<file path="src/rtl/frws_pkg.sv">
`default_nettype none

package frws_pkg;

  localparam int unsigned RATE_W     = 28;
  localparam int unsigned DUR_W      = 32;
  localparam int unsigned IN_DATA_W  = 32;
  localparam int unsigned OUT_DATA_W = 184;
  localparam int unsigned WINDOW     = 64;

  localparam logic [RATE_W-1:0] RATE_NUM = 28'd256000000;

  typedef enum logic [2:0] {
    ST_IDLE,
    ST_RATE,
    ST_UPDATE,
    ST_FINISH
  } frws_state_t;

  typedef struct packed {
    logic capture;
    logic update;
    logic finish;
  } frws_cmd_t;

  typedef struct packed {
    logic rate_busy;
    logic out_full;
  } frws_status_t;

endpackage

`default_nettype wire

</file>
<file path="src/rtl/frws_ctrl.sv">
`default_nettype none

module frws_ctrl (
  input  wire logic                   clk,
  input  wire logic                   rst_n,
  input  wire logic                   in_tvalid,
  output logic                        in_tready,
  input  wire frws_pkg::frws_status_t status,
  output frws_pkg::frws_cmd_t         cmd
);

  import frws_pkg::*;

  frws_state_t state_r;
  frws_state_t state_nxt;

  always_comb begin
    state_nxt = state_r;
    unique case (state_r)
      ST_IDLE: begin
        if (in_tvalid) begin
          state_nxt = ST_RATE;
        end
      end
      ST_RATE: begin
        if (!status.rate_busy) begin
          state_nxt = ST_UPDATE;
        end
      end
      ST_UPDATE: begin
        state_nxt = ST_FINISH;
      end
      ST_FINISH: begin
        if (!status.out_full) begin
          state_nxt = ST_IDLE;
        end
      end
      default: begin
        state_nxt = ST_IDLE;
      end
    endcase
  end

  always_comb begin
    in_tready   = 1'b0;
    cmd.capture = 1'b0;
    cmd.update  = 1'b0;
    cmd.finish  = 1'b0;
    unique case (state_r)
      ST_IDLE: begin
        in_tready   = 1'b1;
        cmd.capture = in_tvalid;
      end
      ST_UPDATE: begin
        cmd.update = 1'b1;
      end
      ST_FINISH: begin
        cmd.finish = !status.out_full;
      end
      default: begin
      end
    endcase
  end

  always_ff @(posedge clk) begin
    if (!rst_n) begin
      state_r <= ST_IDLE;
    end else begin
      state_r <= state_nxt;
    end
  end

`ifndef SYNTHESIS
  a_finish_free: assert property (@(posedge clk) disable iff (!rst_n)
    cmd.finish |-> !status.out_full)
    else $error("Result loaded while the output register is full.");

  a_update_idle: assert property (@(posedge clk) disable iff (!rst_n)
    cmd.update |-> !status.rate_busy)
    else $error("Sums updated while the divider is busy.");

  a_capture_starts: assert property (@(posedge clk) disable iff (!rst_n)
    cmd.capture |=> status.rate_busy)
    else $error("Rate division did not start after a capture.");
`endif

endmodule

`default_nettype wire

</file>
<file path="config.mk">
export PLATFORM = sky130hd
export DESIGN_NAME = frws_ctrl
export DESIGN_NICKNAME = d
export VERILOG_FILES = /design/src/rtl/frws_pkg.sv /design/src/rtl/frws_ctrl.sv
export SDC_FILE = /design/constraint.sdc
export NUM_CORES = 1
export LEC_CHECK = 0
export BUFFER_PORTS_ARGS = -buffer_cell sky130_fd_sc_hd__buf_2
export CORE_AREA = 2 2 39 41
export CTS_BUF_LIST = sky130_fd_sc_hd__clkbuf_8
export CTS_CLUSTER_SIZE = 30
export DETAILED_ROUTE_END_ITERATION = 6
export DIE_AREA = 0 0 41 43
export PLACE_DENSITY = 0.3
export SLEW_MARGIN = 20
export SYNTH_ARGS = -nofsm -noshare
export SYNTH_HDL_FRONTEND = slang
export SYNTH_SLANG_ARGS = --single-unit
</file>
<file path="constraint.sdc">
create_clock -name clk -period 3.5 [get_ports clk]
set_clock_uncertainty 0.15 [all_clocks]
set_input_delay 0.7 -clock clk [delete_from_list [all_inputs] [get_ports clk]]
set_output_delay 0.7 -clock clk [all_outputs]
set_load 0.1 [all_outputs]
</file>
Yosys cells after proc, flatten, opt, wreduce, memory -nomap -nowiden
Cells that the tools add are included.
{ "word_totals": {"register_bits": 3, "latch_bits": 0, "ram_bits": 0, "mem_bits_ro": 0, "out_inout_bits": 4, "elab_cells": 18, "n_memories": 0} }
{ "op_classes": {"addsub": 0, "mul": 0, "div": 0, "magnitude_cmp": 0, "n_eq_ne": 6, "shift": 0, "n_mux": 8, "n_bitwise": 0, "n_reduce_logical": 3} }
{ "ops": {"columns": ["cell", "n"], "rows": [
  ["$pmux W3 S4", 1],
  ["$mux W3", 3],
  ["$eq A3 B2 Y1 const B", 2],
  ["$ne A2 B2 Y1 const B", 3],
  ["$mux W1", 4],
  ["$eq A3 B1 Y1 const B", 1],
  ["$logic_not A3 Y1", 1],
  ["$reduce_and A3 Y1", 1],
  ["$logic_not A1 Y1", 1]
]} }

Depth between registers and ports, before layout
{ "logic_depth": {"word_depth": 3, "mapped_depth": 5, "mapped_depth_nobuf": 5} }

Worst setup path after synthesis
No wires, ideal clock.
{ "synth_path": {"path_kind": "register to output", "from": "register state_r[0]", "to": "output cmd[2] (netlist name)", "arrival_ns": 2.088, "required_ns": 2.650, "setup_slack_ns": 0.562, "stages_incl_launch_ff": 4, "path_buffers": 0, "cell_sequence": "dfxtp_1 > inv_1 > ha_1 > and2_1"} }
{ "synth_lines": {"columns": ["element", "line_no", "rtl"], "rows": [
  ["start, declared", "frws_ctrl.sv:14", "frws_state_t state_r;"],
  ["start signal, assigned", "frws_ctrl.sv:69", "state_r <= state_nxt;"],
  ["end, declared", "frws_ctrl.sv:9", "output frws_pkg::frws_cmd_t cmd"]
]} }

==> results.sh <==
export IMPL_via_per_inst=3.43
export IMPL_reg2reg_from="state_r[0]"
export IMPL_yosysWarnings=0
export IMPL_synth_cells=19
export IMPL_die_area_um2=1760
export IMPL_gr_usage_met3=0.0314
export IMPL_areaGrowthSynthToFinish_pct=59.1
export IMPL_hp_class="reg2reg"
export IMPL_hold_buffers=0
export IMPL_top_usage_layer="met1"
export IMPL_rows=14
export IMPL_cts_buffers=3
export IMPL_diodes=0
export IMPL_relSlewSlack=0.676
export IMPL_routedWlPerCell_um=8.00
export IMPL_grt_max_degree=5
export IMPL_drcViolationCount=0
export IMPL_syn_nets=28
export IMPL_drv_slew=0
export IMPL_yosysSeqAreaShare=0.234
export IMPL_core_um2=1380
export IMPL_drt_pass1_iter_count=1
export IMPL_vias=158
export IMPL_path_max_fanout=4
export IMPL_hold_depth=2
export IMPL_ys_types=10
export IMPL_finalSetupViolCount=0
export IMPL_cts_sinks=2
export IMPL_detail_route_iter0_violations=0
export IMPL_clk_latency_ps=210
export IMPL_crit_required_ps=2650
export IMPL_hold_viol=0
export IMPL_use_met1=0.0607
export IMPL_largest_register_ff_count=2
export IMPL_run_status="completed"
export IMPL_drt_total_wl_um=368
export IMPL_grt_pass1_wl_um=552
export IMPL_arrival_ps=1380
export IMPL_finalSetupTns_ps=0
export IMPL_fp_dieW_um=41
export IMPL_cap_viol_max_count=0
export IMPL_nNetsFinal=41
export IMPL_regToRegEndpoint="state_r[0]"
export IMPL_grt_pass1_vias=157
export IMPL_gr_usage_all_layers=0.0521
export IMPL_r2r_cells=5
export IMPL_syn_cell_area_um2=171
export IMPL_worstHoldStart="state_r[1]"
export IMPL_port_buffer_count=8
export IMPL_die_h_um=43
export IMPL_use_met2=0.0563
export IMPL_end_kind="primary output"
export IMPL_cts_resized_gates=0
export IMPL_cts_setup_buffers=0
export IMPL_ios=9
export IMPL_fmax_mhz=448
export IMPL_min_to="state_r[1]"
export IMPL_critPathLaunchType="flop"
export IMPL_stdcell_area_um2=273
export IMPL_cts_path_max_buffers=2
export IMPL_fin_crit_sh=0.637
export IMPL_placed_area_um2=231
export IMPL_fin_crit_ps=2230
export IMPL_htreeDepth=1
export IMPL_largest_registers="state_r: 2 flops"
export IMPL_synth_seq_cells=2
export IMPL_regMostFlops="state_r"
export IMPL_rsz0062_at_grt="no"
export IMPL_path_clk_slew_ps=30
export IMPL_worstSetupPathType="reg2out"
export IMPL_cts_tree="done"
export IMPL_start_util=0.124
export IMPL_drive_gt1_frac=0.433
export IMPL_reg2reg_slack_ps=2180
export IMPL_postRouteAntennaNets=0
export IMPL_place_congestion=0.553
export IMPL_worstMarginPinSlew_ps=489
export IMPL_cts_root_buf="clkbuf_8"
export IMPL_avgSynthCellArea_um2=9.02
export IMPL_antenna_found_initial=0
export IMPL_gr_total_overflow=0
cell type report:
type | instances | area (um^2)
inverters | 3 | 11.3
clock buffers | 3 | 41.3
well taps | 16 | 20.0
multi-input cells | 14 | 120
repair buffers | 8 | 40.0
fillers | 149 | 1110
flip-flops and latches | 2 | 40.0
cells in the final DEF (no fill, tap or decap):
cell	instances
clkbuf_8	3
o21ai_0	1
buf_2	8
o21ai_2	1
nor2b_1	1
inv_1	3
ha_1	4
a22oi_2	1
and2_1	1
nand2_1	3
mux2i_1	2
dfxtp_1	2
through the flow:
stage                     utilization  instances  worst slack [ps]  hold slack [ps]
after floorplan                     -         19               562              321
after global placement          0.167         43              1330              354
after detailed placement        0.167         43              1300              358
after CTS                       0.197         46              1260              362
after global routing            0.197         46              1190              390
final                           0.197         46              1270              356
synth_stat cells:
cell	count	area share
and2_1	1	0.037
mux2i_1	2	0.12
ha_1	4	0.29
o21ai_2	1	0.051
nand2_1	3	0.066
o21ai_0	1	0.029
dfxtp_1	2	0.23
nor2b_1	1	0.037
inv_1	3	0.066
a22oi_2	1	0.073
cells by family (layout without fill, tap and decap cells):
family                     count (synthesis)  in the layout  share of synthesized area
and+or+nand+nor                            5              5                      0.139
adders and majority gates                  4              4                      0.292
AOI/OAI and AO/OA                          3              3                      0.153
buffers and inverters                      3             14                     0.0657
muxes                                      2              2                      0.117
DFF                                        2              2                      0.234
worst max-delay path, cell delays in order, from the launching register on:
cell and delay [ps]:
dfxtp_1 330, inv_1 90, ha_1 210, and2_1 130, buf_2 420
worst max-delay path by stage:
stage | cells past startpoint | end | start | slack, ps
floorplan | 3 | cmd[2] | state_r[0] | 560
global placement | 3 | cmd[0] | status[0] | 1330
detailed placement | 3 | cmd[0] | status[0] | 1300
CTS | 4 | cmd[2] | state_r[0] | 1260
global route | 4 | cmd[2] | state_r[1] | 1190
finish | 4 | cmd[2] | state_r[0] | 1270
metal layers:
metal | wire length (um) | up-vias
li1 | - | 83
met1 | 189 | 66
met2 | 123 | 9
met3 | 55 | 0
met4 | 0 | 0
met5 | 0 | -
Power is left out: the tool's default activity adds up to more than one toggle a clock period on the data nets, which glitch-free logic cannot reach.
